===== src/rtl/tcw_pkg.sv =====
// tcw_pkg: screen geometry, command and character codes, op and result types
// for the text console cell writer. Depends on nothing; the interfaces and the ram do not import it.
`default_nettype none

package tcw_pkg;

    localparam int COLUMNS     = 80;
    localparam int ROWS        = 25;
    localparam int CELLS       = ROWS * COLUMNS;
    localparam int ADDR_W      = $clog2(CELLS);
    localparam int ROW_W       = 5;
    localparam int COL_W       = 7;
    localparam int CMD_W       = 3;
    localparam int CHAR_W      = 8;
    localparam int ATTR_W      = 8;
    localparam int CELL_W      = 16;
    localparam int POS_W       = 11;
    localparam int QUEUE_DEPTH = 2;
    localparam int QUEUE_AW    = $clog2(QUEUE_DEPTH);
    localparam int QUEUE_CW    = $clog2(QUEUE_DEPTH + 1);

    localparam logic [ADDR_W-1:0] CELL_LAST  = ADDR_W'(CELLS - 1);
    localparam logic [ADDR_W-1:0] SCROLL_END = ADDR_W'(CELLS - COLUMNS);
    localparam logic [ADDR_W-1:0] BOTTOM_POS = ADDR_W'((ROWS - 1) * COLUMNS);

    localparam logic [CMD_W-1:0] CMD_PUT    = 3'd0;
    localparam logic [CMD_W-1:0] CMD_SET    = 3'd1;
    localparam logic [CMD_W-1:0] CMD_CLEAR  = 3'd2;
    localparam logic [CMD_W-1:0] CMD_READ   = 3'd3;
    localparam logic [CMD_W-1:0] CMD_PUT_AT = 3'd4;

    localparam logic [CHAR_W-1:0] CH_NL    = 8'h0a;
    localparam logic [CHAR_W-1:0] CH_CR    = 8'h0d;
    localparam logic [CHAR_W-1:0] CH_BS    = 8'h08;
    localparam logic [CHAR_W-1:0] CH_TAB   = 8'h09;
    localparam logic [CHAR_W-1:0] CH_SPACE = 8'h20;
    localparam logic [7:0]        TAB_MASK = 8'hf8;

    localparam logic [ATTR_W-1:0] RESET_ATTR = 8'h07;
    localparam logic [CELL_W-1:0] RESET_CELL = {RESET_ATTR, CH_SPACE};

    typedef enum logic [3:0] {
        OP_PRINT,
        OP_NEWLINE,
        OP_RETURN,
        OP_BACKSPACE,
        OP_TAB,
        OP_SET,
        OP_CLEAR,
        OP_READ,
        OP_PUT_AT,
        OP_BAD,
        OP_NONE
    } t_op_kind;

    typedef struct packed {
        t_op_kind          kind;
        logic [CHAR_W-1:0] ch;
        logic [ROW_W-1:0]  row;
        logic [COL_W-1:0]  col;
        logic [ADDR_W-1:0] addr;
    } t_op;

    typedef struct packed {
        logic [POS_W-1:0]  cursor_pos;
        logic [CELL_W-1:0] cell_data;
        logic              scrolled;
        logic              out_of_range;
    } t_res;

    typedef enum logic [2:0] {
        ST_INIT,
        ST_IDLE,
        ST_READ,
        ST_SCROLL,
        ST_BLANK,
        ST_FILL,
        ST_DONE
    } t_state;

endpackage

`default_nettype wire


===== src/rtl/tcw_cmd_if.sv =====
// tcw_cmd_if: command channel, valid/ready plus the command fields
// depends on nothing
`default_nettype none

interface tcw_cmd_if;
    logic       valid;
    logic       ready;
    logic [2:0] cmd;
    logic [7:0] char_code;
    logic [4:0] row_index;
    logic [6:0] col_index;

    modport source (output valid, output cmd, output char_code, output row_index,
                    output col_index, input ready);
    modport sink (input valid, input cmd, input char_code, input row_index,
                  input col_index, output ready);
endinterface

`default_nettype wire


===== src/rtl/tcw_front.sv =====
// tcw_front: accepts command items, range checks and decodes them into ops
// depends on tcw_pkg and tcw_cmd_if
`default_nettype none

module tcw_front (
    input  wire logic  i_clk,
    input  wire logic  i_rst_n,
    tcw_cmd_if.sink    i_cmd,
    input  wire logic  i_hold,
    input  wire logic  i_q_full,
    output logic       o_push,
    output tcw_pkg::t_op o_op
);
    import tcw_pkg::*;

    logic r_valid;
    logic n_valid;
    t_op  r_op;
    t_op  n_op;
    logic bad;
    logic accept;

    assign i_cmd.ready = !i_hold && (!r_valid || !i_q_full);
    assign accept      = i_cmd.valid && i_cmd.ready;
    assign o_push      = r_valid && !i_q_full;
    assign o_op        = r_op;

    always_comb begin
        bad       = (int'(i_cmd.row_index) >= ROWS) || (int'(i_cmd.col_index) >= COLUMNS);
        n_op.ch   = i_cmd.char_code;
        n_op.row  = i_cmd.row_index;
        n_op.col  = i_cmd.col_index;
        n_op.addr = ADDR_W'(int'(i_cmd.row_index) * COLUMNS + int'(i_cmd.col_index));
        case (i_cmd.cmd)
            CMD_PUT: begin
                case (i_cmd.char_code)
                    CH_NL:   n_op.kind = OP_NEWLINE;
                    CH_CR:   n_op.kind = OP_RETURN;
                    CH_BS:   n_op.kind = OP_BACKSPACE;
                    CH_TAB:  n_op.kind = OP_TAB;
                    default: n_op.kind = OP_PRINT;
                endcase
            end
            CMD_SET:    n_op.kind = bad ? OP_BAD : OP_SET;
            CMD_CLEAR:  n_op.kind = OP_CLEAR;
            CMD_READ:   n_op.kind = bad ? OP_BAD : OP_READ;
            CMD_PUT_AT: n_op.kind = bad ? OP_BAD : OP_PUT_AT;
            default:    n_op.kind = OP_NONE;
        endcase
    end

    assign n_valid = accept || (r_valid && i_q_full);

    always_ff @(posedge i_clk) begin
        if (!i_rst_n) begin
            r_valid <= 1'b0;
        end else begin
            r_valid <= n_valid;
        end
        if (accept) begin
            r_op <= n_op;
        end
    end

endmodule

`default_nettype wire


===== src/flat_wrapper.sv =====
// flat-port wrapper written by rule: the top's interface ports become plain ports
module tcw_front_flat import tcw_pkg::*;
  (i_clk, i_rst_n, i_hold, i_q_full, o_push, o_op, i_cmd_valid, i_cmd_cmd, i_cmd_char_code, i_cmd_row_index, i_cmd_col_index, i_cmd_ready);
  tcw_cmd_if i_cmd_i ();
  input  wire logic i_clk;
  input  wire logic i_rst_n;
  input  wire logic i_hold;
  input  wire logic i_q_full;
  output logic o_push;
  output tcw_pkg::t_op o_op;
  input wire logic [$bits(i_cmd_i.valid)-1:0] i_cmd_valid;
  input wire logic [$bits(i_cmd_i.cmd)-1:0] i_cmd_cmd;
  input wire logic [$bits(i_cmd_i.char_code)-1:0] i_cmd_char_code;
  input wire logic [$bits(i_cmd_i.row_index)-1:0] i_cmd_row_index;
  input wire logic [$bits(i_cmd_i.col_index)-1:0] i_cmd_col_index;
  output wire logic [$bits(i_cmd_i.ready)-1:0] i_cmd_ready;
  assign i_cmd_i.valid = i_cmd_valid;
  assign i_cmd_i.cmd = i_cmd_cmd;
  assign i_cmd_i.char_code = i_cmd_char_code;
  assign i_cmd_i.row_index = i_cmd_row_index;
  assign i_cmd_i.col_index = i_cmd_col_index;
  assign i_cmd_ready = i_cmd_i.ready;
  tcw_front u_core (.i_clk(i_clk), .i_rst_n(i_rst_n), .i_cmd(i_cmd_i), .i_hold(i_hold), .i_q_full(i_q_full), .o_push(o_push), .o_op(o_op));
endmodule

===== config.mk =====
export PLATFORM = sky130hd
export DESIGN_NAME = tcw_front_flat
export DESIGN_NICKNAME = d
export VERILOG_FILES = /design/src/rtl/tcw_pkg.sv /design/src/rtl/tcw_cmd_if.sv /design/src/rtl/tcw_front.sv /design/src/flat_wrapper.sv
export SDC_FILE = /design/constraint.sdc
export NUM_CORES = 1
export LEC_CHECK = 0
export BUFFER_PORTS_ARGS = -buffer_cell sky130_fd_sc_hd__buf_2
export CAP_MARGIN = 40
export CORE_ASPECT_RATIO = 0.8
export CORE_MARGIN = 3
export CORE_UTILIZATION = 48
export CTS_BUF_LIST = sky130_fd_sc_hd__clkbuf_4 sky130_fd_sc_hd__clkbuf_8
export CTS_CLUSTER_DIAMETER = 80
export CTS_CLUSTER_SIZE = 28
export DETAILED_ROUTE_END_ITERATION = 16
export PLACE_DENSITY_LB_ADDON = 0.05
export SKIP_CTS_REPAIR_TIMING = 1
export SKIP_LAST_GASP = 1
export SLEW_MARGIN = 20
export SYNTH_ARGS = -nofsm -noshare
export SYNTH_HDL_FRONTEND = slang
export SYNTH_SLANG_ARGS = --single-unit

===== constraint.sdc =====
create_clock -name i_clk -period 2.2 [get_ports i_clk]
set_input_delay 0 -clock i_clk [delete_from_list [all_inputs] [get_ports i_clk]]
set_output_delay 0 -clock i_clk [all_outputs]
set_load 0.02 [all_outputs]

==> results.sh <==
export IMPL_outcome="complete, no violations"
export IMPL_synthTopCellsByArea="edfxtp_1, ha_1, xnor2_1, fa_1, buf_4"
export IMPL_nNetsFinal=220
export IMPL_layout_commonest_cell="buf_2"
export IMPL_yosysTopAreaCellShare_pct=65.7
export IMPL_switching_share_pct=23.4
export IMPL_crit_path_max_fanout=3
export IMPL_netSwitchingPower_w=0.000340
export IMPL_worst_pin_slew_ps=391
export IMPL_port_buffers=64
export IMPL_power_total_w=0.00145
export IMPL_gp_congestion=0.795
export IMPL_dr_pass1_iters=4
export IMPL_clock_tree_buffer_depth=2
export IMPL_power_density_nw_per_um2=701
export IMPL_antenna_found_initial=0
export IMPL_yosysUniqueCellTypes=24
export IMPL_cts_tree="done"
export IMPL_mostFrequentLayoutCells="buf_2, edfxtp_1, dlygate4sd3_1"
export IMPL_final_max_slew_viol_count=0
export IMPL_dieHeight_um=54.6
export IMPL_hold_ws_ps=29.5
export IMPL_setup_viol=0
export IMPL_max_cap_viol_count=0
export IMPL_routed_wl_um=2970
export IMPL_cts_root_buf="clkbuf_8"
export IMPL_rows=16
export IMPL_ys_ff_latch=32
export IMPL_ys_seq_area_share_pct=67.1
export IMPL_cts_clk_slew_worst_paths_ps=60
export IMPL_worstReg2RegStart="u_core.r_valid"
export IMPL_avgViaCountPerCell=4.90
export IMPL_syn_to_final_growth_pct=45.9
export IMPL_cp_cell_sequence="dlygate4sd3_1 -> buf_2 -> ha_1 -> inv_1 -> fa_1 -> nor2b_1 -> o2111ai_1 -> xnor2_1 -> xnor2_1"
export IMPL_synth_nets=131
export IMPL_ios=65
export IMPL_cts_buffers=5
export IMPL_final_layout_size_suffix_gt1_share_pct=41.8
export IMPL_synth_avg_cell_area_sq_um=15.4
export IMPL_worstSetupPathType="primary input to register"
export IMPL_critPathCapture="u_core.o_op[10]"
export IMPL_ys_warn_count=0
export IMPL_die_w_um=66.7
export IMPL_cts_sinks=32
export IMPL_grt_max_degree=33
export IMPL_worstSetupEndpointType="register"
export IMPL_wl_per_cell_um=13.6
export IMPL_min_period_ps=1890
export IMPL_yosys_area_top_type="edfxtp_1"
export IMPL_start_util_pct=54.0
export IMPL_skew_ps=5.79
export IMPL_detail_route_drc_violations=0
export IMPL_critPathLaunchType="primary input"
export IMPL_p_int_w=0.00111
export IMPL_slowest_stage="dlygate4sd3_1"
export IMPL_fmax_mhz=528
export IMPL_placed_cells=189
export IMPL_fin_cells=218
export IMPL_cp_common_cell="xnor2_1"
export IMPL_clkPwrFrac_pct=32.1
export IMPL_rsz0062_at_grt="false"
export IMPL_combPwrFrac_pct=18.1
export IMPL_drtIter0Drc=41
export IMPL_via_count=1068
export IMPL_seq_power_share_pct=49.8
export IMPL_crit_path_max_incr_delay_ps=530
export IMPL_period_share_pct=86.1
export IMPL_p_leak_nw=0.908
export IMPL_clock_latency_ps=270
export IMPL_placedInstanceArea_sq_um=1760
export IMPL_dieArea_sq_um=3640
export IMPL_diodes=0
export IMPL_vdd_drop_max_mv=0.530
export IMPL_arrival_ps=1920
export IMPL_tns_ps=0
export IMPL_required_ps=2220
export IMPL_core_area_sq_um=2620
export IMPL_syn_cell_area_sq_um=1420
export IMPL_drtAntennaViolNets=0
export IMPL_dp_hpwl_um=2000
export IMPL_hold_class="primary input to register"
export IMPL_grt_pass1_wl_um=3800
export IMPL_htree_num_levels=2
export IMPL_netlist_instances=92
export IMPL_overflow=0
export IMPL_reg2reg_depth=3
export IMPL_final_cell_area_sq_um=2070
export IMPL_critical_path_startpoint="i_cmd_col_index[4]"
export IMPL_grt_total_usage_pct=14.6
export IMPL_reg2reg_to="u_core.o_op[17]"
export IMPL_grt_pass1_vias=888
export IMPL_hold_viol=0
export IMPL_reg2reg_slack_ps=860
export IMPL_relSlewSlack_pct=73.9
==> worst min-delay path by stage <==
stage                             startpoint              to  slack, ps  cells after the start
after floorplan                     i_q_full          o_push         80                      1
after global placement    i_cmd_col_index[2]  u_core.o_op[2]        180                      1
after detailed placement  i_cmd_col_index[2]  u_core.o_op[2]        180                      1
after CTS                 i_cmd_col_index[2]  u_core.o_op[2]       -100                      1
after global routing                i_q_full  u_core.r_valid         70                      3
final                               i_q_full  u_core.r_valid         30                      3
==> flip-flops by register name, summed over array words and instances, names as in the netlist <==
signal and cells:
u_core.r_valid 1, u_core.o_op 31
==> area by class of cell <==
cell class | count | area (sq um)
clock buffers | 8 | 97.6
fillers | 168 | 556
inverters | 5 | 18.8
multi-input cells | 51 | 417
flip-flops and latches | 32 | 951
well taps | 36 | 45.0
repair buffers | 86 | 538
==> per-layer routing <==
layer	wire, um	global-route usage [%]
met3	267	7.19
met4	31	4.05
met1	1210	17.8
met5	0	0
met2	1460	23.4
==> power groups by stage <==
stage / combinational (W) / clock (W) / sequential [W]
after floorplan: 0.000105 / 0 / 0.000777
after global placement: 0.000226 / 0 / 0.000733
after detailed placement: 0.000232 / 0 / 0.000734
after CTS: 0.000233 / 0.000475 / 0.000722
after global routing: 0.000288 / 0.000506 / 0.000725
final: 0.000262 / 0.000466 / 0.000722
==> logic make-up (layout without fill, tap and decap cells) <==
family | count (synthesis) | count (layout) | share of synthesized area (%)
flip-flops | 32 | 32 | 67.1
XOR/XNOR | 8 | 8 | 4.95
buffers and inverters | 9 | 99 | 3.45
adder cells (fa/ha/maj) | 11 | 11 | 10.8
AO/OA/AOI/OAI | 15 | 15 | 7.51
AND/OR/NAND/NOR | 17 | 17 | 6.18
==> worst max-delay path: cells and delay by family <==
family          cells  cell delay [ps]
fa+ha+maj           2              590
buf+inv             3              720
compound gates      1              130
simple gates        1              170
xor+xnor            2              300
==> cells in the mapped netlist (all sizes together) <==
| master | count |
|---|---|
| nand4 | 1 |
| a41oi | 1 |
| fa | 2 |
| xor2 | 3 |
| edfxtp | 31 |
| nor4 | 1 |
| nor2b | 3 |
| ha | 9 |
| a31o | 1 |
| nand2 | 3 |
| a21oi | 5 |
| nor2 | 7 |
| o21ai | 2 |
| buf | 4 |
| o32a | 1 |
| a221o | 1 |
| nand2b | 1 |
| o2111ai | 1 |
| and2 | 1 |
| inv | 5 |
| xnor2 | 5 |
| dfxtp | 1 |
| o311ai | 1 |
| a21o | 2 |
==> per-stage QoR <==
| step | utilization (%) | worst slack [ps] |
|---|---|---|
| finish | 78.8 | 306 |
| global route | 78.8 | 238 |
| CTS | 70.8 | 460 |
| detailed placement | 67.1 | 176 |
| global placement | 67.1 | 258 |
| floorplan | - | 234 |
No activity file was read; power rests on OpenSTA's default activity.
