File: config.mk
export PLATFORM = sky130hd
export DESIGN_NAME = tcw_fifo
export DESIGN_NICKNAME = d
export VERILOG_FILES = /design/src/rtl/tcw_pkg.sv /design/src/rtl/tcw_fifo.sv
export SDC_FILE = /design/constraint.sdc
export NUM_CORES = 1
export LEC_CHECK = 0
export BUFFER_PORTS_ARGS = -buffer_cell sky130_fd_sc_hd__buf_2
export CORE_AREA = 2 2 82 84
export CTS_CLUSTER_DIAMETER = 30
export DETAILED_ROUTE_END_ITERATION = 16
export DIE_AREA = 0 0 84 86
export PLACE_DENSITY = 0.8
export SYNTH_ARGS = -nofsm -noshare
export SYNTH_HDL_FRONTEND = slang
export SYNTH_SLANG_ARGS = --single-unit
File: constraint.sdc
create_clock -name i_clk -period 7.6 [get_ports i_clk]
set_input_delay 0.38 -clock i_clk [delete_from_list [all_inputs] [get_ports i_clk]]
set_output_delay 0.38 -clock i_clk [all_outputs]
set_load 0.05 [all_outputs]
File: src/rtl/tcw_pkg.sv
// tcw_pkg: screen geometry, command and character codes, op and result types
// for the text console cell writer. Depends on nothing; the interfaces and the ram do not import it.
`default_nettype none

package tcw_pkg;

    localparam int COLUMNS     = 80;
    localparam int ROWS        = 25;
    localparam int CELLS       = ROWS * COLUMNS;
    localparam int ADDR_W      = $clog2(CELLS);
    localparam int ROW_W       = 5;
    localparam int COL_W       = 7;
    localparam int CMD_W       = 3;
    localparam int CHAR_W      = 8;
    localparam int ATTR_W      = 8;
    localparam int CELL_W      = 16;
    localparam int POS_W       = 11;
    localparam int QUEUE_DEPTH = 2;
    localparam int QUEUE_AW    = $clog2(QUEUE_DEPTH);
    localparam int QUEUE_CW    = $clog2(QUEUE_DEPTH + 1);

    localparam logic [ADDR_W-1:0] CELL_LAST  = ADDR_W'(CELLS - 1);
    localparam logic [ADDR_W-1:0] SCROLL_END = ADDR_W'(CELLS - COLUMNS);
    localparam logic [ADDR_W-1:0] BOTTOM_POS = ADDR_W'((ROWS - 1) * COLUMNS);

    localparam logic [CMD_W-1:0] CMD_PUT    = 3'd0;
    localparam logic [CMD_W-1:0] CMD_SET    = 3'd1;
    localparam logic [CMD_W-1:0] CMD_CLEAR  = 3'd2;
    localparam logic [CMD_W-1:0] CMD_READ   = 3'd3;
    localparam logic [CMD_W-1:0] CMD_PUT_AT = 3'd4;

    localparam logic [CHAR_W-1:0] CH_NL    = 8'h0a;
    localparam logic [CHAR_W-1:0] CH_CR    = 8'h0d;
    localparam logic [CHAR_W-1:0] CH_BS    = 8'h08;
    localparam logic [CHAR_W-1:0] CH_TAB   = 8'h09;
    localparam logic [CHAR_W-1:0] CH_SPACE = 8'h20;
    localparam logic [7:0]        TAB_MASK = 8'hf8;

    localparam logic [ATTR_W-1:0] RESET_ATTR = 8'h07;
    localparam logic [CELL_W-1:0] RESET_CELL = {RESET_ATTR, CH_SPACE};

    typedef enum logic [3:0] {
        OP_PRINT,
        OP_NEWLINE,
        OP_RETURN,
        OP_BACKSPACE,
        OP_TAB,
        OP_SET,
        OP_CLEAR,
        OP_READ,
        OP_PUT_AT,
        OP_BAD,
        OP_NONE
    } t_op_kind;

    typedef struct packed {
        t_op_kind          kind;
        logic [CHAR_W-1:0] ch;
        logic [ROW_W-1:0]  row;
        logic [COL_W-1:0]  col;
        logic [ADDR_W-1:0] addr;
    } t_op;

    typedef struct packed {
        logic [POS_W-1:0]  cursor_pos;
        logic [CELL_W-1:0] cell_data;
        logic              scrolled;
        logic              out_of_range;
    } t_res;

    typedef enum logic [2:0] {
        ST_INIT,
        ST_IDLE,
        ST_READ,
        ST_SCROLL,
        ST_BLANK,
        ST_FILL,
        ST_DONE
    } t_state;

endpackage

`default_nettype wire

File: src/rtl/tcw_fifo.sv
// tcw_fifo: short op queue between the decode front and the execute back
// depends on tcw_pkg
`default_nettype none

module tcw_fifo (
    input  wire logic         i_clk,
    input  wire logic         i_rst_n,
    input  wire logic         i_push,
    input  wire tcw_pkg::t_op i_op,
    output logic              o_full,
    input  wire logic         i_pop,
    output logic              o_empty,
    output tcw_pkg::t_op      o_op
);
    import tcw_pkg::*;

    t_op                 r_mem [QUEUE_DEPTH];
    logic [QUEUE_AW-1:0] r_wr_ptr;
    logic [QUEUE_AW-1:0] r_rd_ptr;
    logic [QUEUE_CW-1:0] r_count;
    logic                do_push;
    logic                do_pop;

    assign o_full  = (r_count == QUEUE_CW'(QUEUE_DEPTH));
    assign o_empty = (r_count == '0);
    assign do_push = i_push && !o_full;
    assign do_pop  = i_pop && !o_empty;
    assign o_op    = r_mem[r_rd_ptr];

    always_ff @(posedge i_clk) begin
        if (!i_rst_n) begin
            r_wr_ptr <= '0;
            r_rd_ptr <= '0;
            r_count  <= '0;
        end else begin
            if (do_push) begin
                r_wr_ptr <= r_wr_ptr + 1'b1;
            end
            if (do_pop) begin
                r_rd_ptr <= r_rd_ptr + 1'b1;
            end
            if (do_push && !do_pop) begin
                r_count <= r_count + 1'b1;
            end else if (do_pop && !do_push) begin
                r_count <= r_count - 1'b1;
            end
        end
        if (do_push) begin
            r_mem[r_wr_ptr] <= i_op;
        end
    end

endmodule

`default_nettype wire

==> results of run 1 <==
## power by group
group	total [W]	internal (W)	switching, W
logic	0.000486	0.000138	0.000348
registers	0.000543	0.000520	0.0000231
clock network	0.000402	0.000255	0.000148
## cell usage after synthesis, drive strengths merged
cell and count:
a21boi 2, nand2b 1, or3 1, buf 4, nor3 1, edfxtp 70, mux2 35, o21ai 2
inv 2, ha 1, xor2 1, xnor2 2, and3 1, o21a 1, and2 3, nor2 2
dfxtp 5
## metal layers
layer	vias to the layer above	GRT usage, %
met5	-	0
met4	0	8.80
met3	12	4.04
met2	60	21.0
met1	676	17.5
li1	684	-
## per-stage QoR
step / utilization [%] / hold slack (ns) / worst slack (ns) / total power, W
2_1_floorplan: - / 0.479 / 5.07 / 0.000942
3_3_place_gp: 51.4 / 0.506 / 5.67 / 0.00104
3_5_place_dp: 51.4 / 0.515 / 5.67 / 0.00104
4_1_cts: 55.7 / 0.203 / 5.26 / 0.00145
5_1_grt: 55.7 / 0.196 / 5.21 / 0.00149
6_report: 55.7 / 0.223 / 5.31 / 0.00143
## layout make-up
| cell class | count | area [sq um] |
|---|---|---|
| Sequential cell | 75 | 2200 |
| Multi-Input combinational cell | 53 | 528 |
| Timing Repair Buffer | 77 | 390 |
| Inverter | 2 | 7.51 |
| Tap cell | 77 | 96.3 |
| Clock inverter | 7 | 146 |
| Fill cell | 486 | 2780 |
| Clock buffer | 9 | 124 |
## cell families after synthesis
kind of cell / synth area share (%)
flops: 79.9
mux: 14.3
simple gates: 2.00
buf+inv: 1.27
compound gates: 1.18
xor+xnor: 0.953
fa+ha+maj: 0.454
## worst max-delay path, delay by kind of cell (launching register included)
family | cells | cell delay [ns]
buffers and inverters | 2 | 0.64
flip-flops | 1 | 0.52
multiplexers | 1 | 0.40
## path summary, 6_finish.rpt
kind / from / to
setup reg to reg: r_count[0]$_SDFFE_PN0P_ / r_mem[1][2]$_DFFE_PP_
hold / removal: i_op[20] / r_mem[1][20]$_DFFE_PP_
hold reg to reg: r_count[1]$_SDFFE_PN0P_ / r_count[1]$_SDFFE_PN0P_
setup / recovery: register / o_op[34]
## flip-flops by register name (all words and copies together), names as in the netlist, named ones only
| name | count |
|---|---|
| r_wr_ptr | 1 |
| r_count | 2 |
| r_mem | 70 |
| r_rd_ptr | 1 |
==> flow_summary.toml, run 1 <==
[floorplanning]
rows = 29
initial_core_util_pct = 43.9
die_w_um = 84
io_pins = 76
core_sq_mm = 0.00628
die_area_sq_mm = 0.00722
die_h_um = 86

[clock_network]
clock-sinks = 75
htreeDepth = 3
cts_setup_buffers = 0
clock-root-buffer = "clkbuf_8"
post_cts_resized = 0
insertion_delay_ns = 0.34
cts_buffer_depth = 2
path_clk_slew_ns = 0.08
cts_tree = "yes"
cts_hold_buf = 0
numCtsBuffers = 9

[sta]
fin_crit_sh_pct = 30.1
min_period_ns = 2.29
skew_ns = 0.00358
slew_headroom_pct = 44.5
rsz0062_at_grt = "false"
setup_tns_ns = 0
hold_viol_final = 0
report.final.setup_viol = 0
timing.fmax_mhz = 437
worst_pin_slew_ns = 0.833
maxSlewViolCount = 0

[yosys]
avgSynthCellArea_sq_um = 20.6
synthCells = 134
synth_warnings = 0
syn-num-nets = 174
ys_ff_latch = 75
yosysTopAreaCell = "edfxtp_1"
seq_area_frac_synth_pct = 79.9
synth_top_area_share_pct = 76.2
synth_area_leaders = "edfxtp_1 (76%), mux2_2 (14%), dfxtp_1 (3.6%), buf_4 (0.82%), and2_1 (0.68%)"
synth_area_sq_mm = 0.00276
yosysUniqueCellTypes = 21

[finish]
drive_above_1_share_pct = 58.7
final_cells = 300
layout_common_cells = "buf_2 (75), edfxtp_1 (70), mux2_2 (35), clkbuf_8 (9), dfxtp_1 (5)"
design_area_sq_mm = 0.00349
syn2layout_area_growth_pct = 26.7
antenna_cells = 0
nNetsFinal = 258
mostFrequentLayoutCell = "buf_2"

[worst_setup_path]
rr_worst_depth = 2
crit_fanout = 28
r2r_setup_slack_ns = 5.85
cp_cell_sequence = "buf_4 -> mux2_2 -> buf_2"
arrival_ns = 1.91
critPathLaunchType = "register"
worst_path_max_delay_cell = "dfxtp_1"
cp.required_ns = 7.22
cp-end-kind = "primary output"
worstSetupPathType = "register to primary output"
cpPeakStageDelay_ns = 0.52

[placement]
portBuffers = 75
place.gp.congestion = 0.656
place_area_sq_mm = 0.00322
dpl.hpwl_mm = 3.11
place_inst = 284

[global_routing]
grt_overflow = 0
antenna_found_initial = 0
grt_usage_pct = 13.8
grt_pass1_wl_mm = 7.22
grt_max_degree = 36
grt_pass1_vias = 1473

[drt]
wl_met2_mm = 2.24
vias = 1432
wl_met1_mm = 2.06
dr.pass1.iters = 4
viasPerCell = 4.77
avgRoutedWirePerCell_um = 15.9
drc_errors = 0
met3_length_um = 314
antenna_left = 0
top_layer_used = "met4"
dr.first_iter.drc_count = 64
wl_mm = 4.77

[worst_hold_path]
hold_depth = 1
hold_class = "input port to register"

[status]
status = "completed"

[run]
maxCapViolCount = 0

[power]
leakage_nw = 1.33
vdd_ir_drop_max_mv = 0.218
power_density_mw_per_mm2 = 410
Note: power is estimated with default switching activity, not from simulation.
==> run 2: changes to the inputs <==
--- a/config.mk
+++ b/config.mk
@@ -5,12 +5,13 @@
 export SDC_FILE = /design/constraint.sdc
 export NUM_CORES = 1
 export LEC_CHECK = 0
+export ABC_AREA = 1
 export BUFFER_PORTS_ARGS = -buffer_cell sky130_fd_sc_hd__buf_2
-export CORE_AREA = 2 2 82 84
+export CORE_AREA = 2 2 84 86
 export CTS_CLUSTER_DIAMETER = 30
 export DETAILED_ROUTE_END_ITERATION = 16
-export DIE_AREA = 0 0 84 86
-export PLACE_DENSITY = 0.8
+export DIE_AREA = 0 0 86 88
+export PLACE_DENSITY = 0.83
 export SYNTH_ARGS = -nofsm -noshare
 export SYNTH_HDL_FRONTEND = slang
 export SYNTH_SLANG_ARGS = --single-unit
==> constraint.sdc (replaced) <==
create_clock -name i_clk -period 2.1 [get_ports i_clk]
set_input_delay 0.105 -clock i_clk [delete_from_list [all_inputs] [get_ports i_clk]]
set_output_delay 0.105 -clock i_clk [all_outputs]
set_load 0.05 [all_outputs]
==> run 2 against run 1 <==
Against the previous run:
- non-clock buffer count rose by 37
- sequential power rose to 3.7 times the previous value
- sequential share of layout area fell by 7.3 points
- critical path depth did not move
- first-iteration DRC count fell by 42%
- critical path type unchanged
- critical endpoint is now o_op[12]
- largest cell class unchanged
==> flow_summary.toml, run 2 <==
[power]
share_seq_of_total_power_pct = 41.1
leakage_nw = 1.59
p_sw_w = 0.00180
combinationalPowerShare_pct = 37.2
clock_power_share_pct = 21.7
p_int_w = 0.00305
vdd_ir_drop_max_mv = 0.744
p_sw_share_pct = 37.2
power_density_mw_per_mm2 = 1230

[sta]
fin_ws_ns = 0.235
min_period_ns = 1.86
maxSlewViolCount = 0
whs_ns = 0.0373
timing.fmax_mhz = 536
skew_ns = 0.00673
fin_crit_sh_pct = 88.8
report.final.setup_viol = 0
worst_pin_slew_ns = 0.434
slew_headroom_pct = 71.1
setup_tns_ns = 0
rsz0062_at_grt = "false"
hold_viol_final = 0

[worst_setup_path]
cp_cell_sequence = "buf_4 -> mux2_2 -> buf_2"
crit_end = "o_op[12]"
worstSetupPathType = "register to primary output"
rr_worst_depth = 6
r2r_setup_slack_ns = 0.47
worst_path_max_delay_cell = "dfxtp_2"
cp_top_family = "flip-flops"
rr_endpoint = "r_count[0]$_SDFFE_PN0P_"
critPathLaunchType = "register"
cp.required_ns = 2.00
cpPeakStageDelay_ns = 0.60
cp-end-kind = "primary output"
crit_fanout = 13
r2r-start = "r_count[1]$_SDFFE_PN0P_"
arrival_ns = 1.76
path_buf_inv = 2
cp_num_cells = 3

[worst_hold_path]
hold_class = "input port to register"

[finish]
syn2layout_area_growth_pct = 35.2
nNetsFinal = 308
mostFrequentLayoutCell = "buf_2"
regArea_sq_mm = 0.00220
reg_top3 = "r_mem: 70 flops, r_count: 2 flops"
largest_register_ffs = 70
regMostFlops = "r_mem"
multi_input_area_sq_um = 633
layout_common_cells = "buf_2 (75), edfxtp_1 (70), dlygate4sd3_1 (35), mux2_4 (30)"
antenna_cells = 0
drive_above_1_share_pct = 48.7
nFillCells = 515

[clock_network]
numCtsBuffers = 9
clock-sinks = 75
cts_buffer_depth = 2
cts_hold_buf = 35
htreeDepth = 3
clock-root-buffer = "clkbuf_8"
insertion_delay_ns = 0.33
path_clk_slew_ns = 0.07
post_cts_resized = 0
cts_tree = "yes"
cts_setup_buffers = 0

[yosys]
synth-xor-area-share_pct = 0
synth_warnings = 0
syn-num-nets = 187
synthAdderAreaFrac_pct = 0.428
yosys.area_share.simple_pct = 2.57
ys.flop_type = "edfxtp_1"
synth_area_sq_mm = 0.00293
synth_commonest_cells = "edfxtp_1 (70), mux2_4 (30), nor2_1 (11)"
synthCells = 147
yosys-mux-area-fraction_pct = 17.3
synth_area_leaders = "edfxtp_1 (72%), mux2_4 (15%), dfxtp_1 (3.4%), buf_12 (2.1%), mux2_2 (1.9%)"
ys_ff_latch = 75
seq_area_frac_synth_pct = 75.3
yosysUniqueCellTypes = 15
synth_top_area_share_pct = 71.9
synthArstFlopShare_pct = 0
avgSynthCellArea_sq_um = 19.9
synth-compound-area-share_pct = 0.813
synth_top_family_by_area = "multiplexers"
synth_edf_count = 70
yosysMostFrequentCell = "edfxtp_1"
yosysTopAreaCell = "edfxtp_1"

[global_routing]
grtUsageMet3_pct = 5.84
grt_pass1_vias = 1704
grt_overflow = 0
antenna_found_initial = 0
grt_util_met1_pct = 14.6
grt.busiest_layer = "met2"
grt_usage_pct = 14.2
grt_pass1_wl_mm = 7.77
grt_max_degree = 36
gr-usage-met2_pct = 25.2

[floorplanning]
die_w_um = 86
core_sq_mm = 0.00664
die_area_sq_mm = 0.00757
die_h_um = 88
initial_core_util_pct = 44.0
rows = 30
io_pins = 76

[run]
maxCapViolCount = 0

[placement]
portBuffers = 75
post-place-ws_ns = 0.466
place.gp.congestion = 0.621
dpl.hpwl_mm = 3.17

[drt]
dr.first_iter.drc_count = 37
avgRoutedWirePerCell_um = 14.3
wl_mm = 5.05
vias = 1606
viasPerCell = 4.55
dr.pass1.iters = 4
drc_errors = 0
antenna_left = 0

[status]
status = "completed"
-- run 2: metrics by stage --
step | total power (W) | cell area [sq um] | utilization (%) | cells
global route | 0.00507 | 3960 | 59.5 | 353
global placement | 0.00377 | 3410 | 51.4 | 302
CTS | 0.00492 | 3960 | 59.5 | 353
detailed placement | 0.00380 | 3410 | 51.4 | 302
finish | 0.00485 | 3960 | 59.5 | 353
floorplan | 0.00347 | 2930 | - | 147
-- run 2: tightest hold or removal path, delay by kind of cell --
kind | cells | cell delay, ns
buffers and inverters | 1 | 0.12
and+or+nand+nor | 1 | 0.04
AOI/OAI and AO/OA | 1 | 0.07
-- run 2: layer usage --
layer / vias up / share of wire [%]
li1: 790 / -
met1: 759 / 39
met2: 49 / 54
met3: 8 / 5.9
met4: 0 / 1.6
met5: - / 0
-- run 2: logic make-up after synthesis --
logic type,count (synthesis)
AO/OA/AOI/OAI,4
adder cells (fa/ha/maj),1
buffers and inverters,13
flip-flops,75
multiplexers,35
AND/OR/NAND/NOR,19
-- run 2: layout make-up --
type | instances | area share [%]
clock buffer | 9 | 3.13
sequential | 75 | 55.7
inverter | 9 | 0.854
clock inverter | 7 | 1.71
multi-input combinational | 59 | 16.0
tap | 80 | 2.53
timing repair buffer | 114 | 20.1
-- run 2: worst min-delay path by stage --
stage / endpoint / depth (start not counted) / slack [ns] / startpoint
global placement: r_mem[1][14]$_DFFE_PP_ / 1 / 0.29 / i_op[14]
finish: r_wr_ptr$_SDFFE_PN0P_ / 3 / 0.04 / i_rst_n
global route: r_count[1]$_SDFFE_PN0P_ / 3 / 0.02 / i_rst_n
floorplan: r_mem[0][0]$_DFFE_PP_ / 0 / 0.20 / i_op[0]
detailed placement: r_mem[0][14]$_DFFE_PP_ / 1 / 0.30 / i_op[14]
CTS: r_count[1]$_SDFFE_PN0P_ / 3 / 0.01 / i_rst_n
-- run 2: power groups by stage --
stage               Clock, W  Combinational, W  Sequential (W)
finish               0.00105           0.00180         0.00199
global route         0.00115           0.00190         0.00202
floorplan                  0           0.00148         0.00198
CTS                  0.00110           0.00183         0.00200
detailed placement         0           0.00177         0.00203
global placement           0           0.00175         0.00202
==> run 3: changes to the inputs <==
--- a/config.mk
+++ b/config.mk
@@ -12,6 +12,7 @@
 export DETAILED_ROUTE_END_ITERATION = 16
 export DIE_AREA = 0 0 86 88
 export PLACE_DENSITY = 0.83
+export RECOVER_POWER = 25
 export SYNTH_ARGS = -nofsm -noshare
 export SYNTH_HDL_FRONTEND = slang
 export SYNTH_SLANG_ARGS = --single-unit
==> run 3 against run 2 <==
Against the previous run:
- critical path depth did not move
- critical endpoint unchanged
- wire length fell by 0.36%
- die area unchanged
==> flow_summary.toml, run 3 (synthesis results as in run 2) <==
[finish]
antenna_cells = 0
nFillCells = 522
syn2layout_area_growth_pct = 34.5
reg_top3 = "r_mem: 70 flops, r_count: 2 flops"
drive_above_1_share_pct = 42.5
nNetsFinal = 308
largest_register_ffs = 70
layout_common_cells = "edfxtp_1 (70), buf_2 (58), dlygate4sd3_1 (35), mux2_4 (30), clkbuf_1 (17)"
mostFrequentLayoutCell = "edfxtp_1"
regMostFlops = "r_mem"

[floorplanning]
initial_core_util_pct = 44.0
rows = 30
die_h_um = 88
die_w_um = 86
core_sq_mm = 0.00664
die_area_sq_mm = 0.00757
io_pins = 76

[sta]
maxSlewViolCount = 0
fin_crit_sh_pct = 88.8
timing.fmax_mhz = 536
rsz0062_at_grt = "false"
fin_ws_ns = 0.235
hold_viol_final = 0
setup_tns_ns = 0
report.final.setup_viol = 0
min_period_ns = 1.86
slew_headroom_pct = 71.1
worst_pin_slew_ns = 0.434
skew_ns = 0.00674

[clock_network]
clock-sinks = 75
insertion_delay_ns = 0.33
cts_buffer_depth = 2
numCtsBuffers = 9
post_cts_resized = 0
htreeDepth = 3
cts_setup_buffers = 0
clock-root-buffer = "clkbuf_8"
path_clk_slew_ns = 0.07
cts_tree = "yes"

[drt]
vias = 1612
dr.first_iter.drc_count = 38
avgRoutedWirePerCell_um = 14.3
wl_mm = 5.03
dr.pass1.iters = 4
antenna_left = 0
drc_errors = 0
viasPerCell = 4.57

[power]
p_sw_w = 0.00180
share_seq_of_total_power_pct = 41.1
clock_power_share_pct = 21.7
p_sw_share_pct = 37.2
leakage_nw = 1.54
vdd_ir_drop_max_mv = 0.744
combinationalPowerShare_pct = 37.2
p_int_w = 0.00304
power_density_mw_per_mm2 = 1230

[worst_setup_path]
worstSetupPathType = "register to primary output"
cp-end-kind = "primary output"
crit_fanout = 13
arrival_ns = 1.76
critPathLaunchType = "register"
cp.required_ns = 2.00

[global_routing]
grt_pass1_wl_mm = 7.77
antenna_found_initial = 0
grt_max_degree = 36
grt_usage_pct = 14.2
grt_pass1_vias = 1704
grt_overflow = 0

[worst_hold_path]
hold_class = "input port to register"

[placement]
dpl.hpwl_mm = 3.17
post-place-ws_ns = 0.466
portBuffers = 75
place.gp.congestion = 0.621

[run]
maxCapViolCount = 0

[status]
status = "completed"
## run 3: routing by layer
| layer | vias to the layer above | global-route usage, % | part of all wire (%) |
|---|---|---|---|
| met2 | 51 | 25.2 | 54 |
| li1 | 790 | - | - |
| met4 | 0 | 6.64 | 1.6 |
| met5 | - | 0 | 0 |
| met1 | 763 | 14.6 | 39 |
| met3 | 8 | 5.84 | 5.9 |
## run 3: path summary, 6_finish.rpt
path                                 from                       to  slack, ns  depth (start not counted)
hold / removal                    i_rst_n    r_wr_ptr$_SDFFE_PN0P_       0.04                          3
setup / recovery                 register                 o_op[12]       0.24                          3
hold reg to reg     r_rd_ptr$_SDFFE_PN0P_    r_rd_ptr$_SDFFE_PN0P_       0.51                          2
setup reg to reg  r_count[1]$_SDFFE_PN0P_  r_count[0]$_SDFFE_PN0P_       0.47                          6
## run 3: area by class of cell
class                   count  area (sq um)  share of cell area [%]
flip-flops and latches     75          2200                    56.0
repair buffers            114           772                    19.6
multi-input cells          59           633                    16.1
clock buffers               9           124                    3.15
well taps                  80           100                    2.54
clock inverters             7          67.6                    1.72
inverters                   9          33.8                   0.859
## run 3: repair_timing
action	CTS	global route
hold buffers	35	0
hold endpoints to repair	70	0
setup endpoints to repair	0	0
## run 3: worst max-delay path: stages, from the launching register on
cell and delay, ns:
dfxtp_2 0.60, buf_4 0.28, mux2_2 0.34, buf_2 0.21
## run 3: through the flow
stage | utilization (%) | hold slack [ns] | total power [W] | cell area [sq um] | std cells
detailed placement | 51.4 | 0.296 | 0.00380 | 3410 | 302
finish | 59.2 | 0.0372 | 0.00485 | 3930 | 353
floorplan | - | 0.204 | 0.00347 | 2930 | 147
CTS | 59.5 | 0.0113 | 0.00492 | 3960 | 353
global route | 59.2 | 0.0219 | 0.00507 | 3930 | 353
global placement | 51.4 | 0.292 | 0.00377 | 3410 | 302
## run 3: power groups by stage
stage	combinational, W	clock [W]	sequential, W
after floorplan	0.00148	0	0.00198
after global placement	0.00175	0	0.00202
after detailed placement	0.00177	0	0.00203
after CTS	0.00183	0.00110	0.00200
after global routing	0.00190	0.00115	0.00202
final	0.00180	0.00105	0.00199
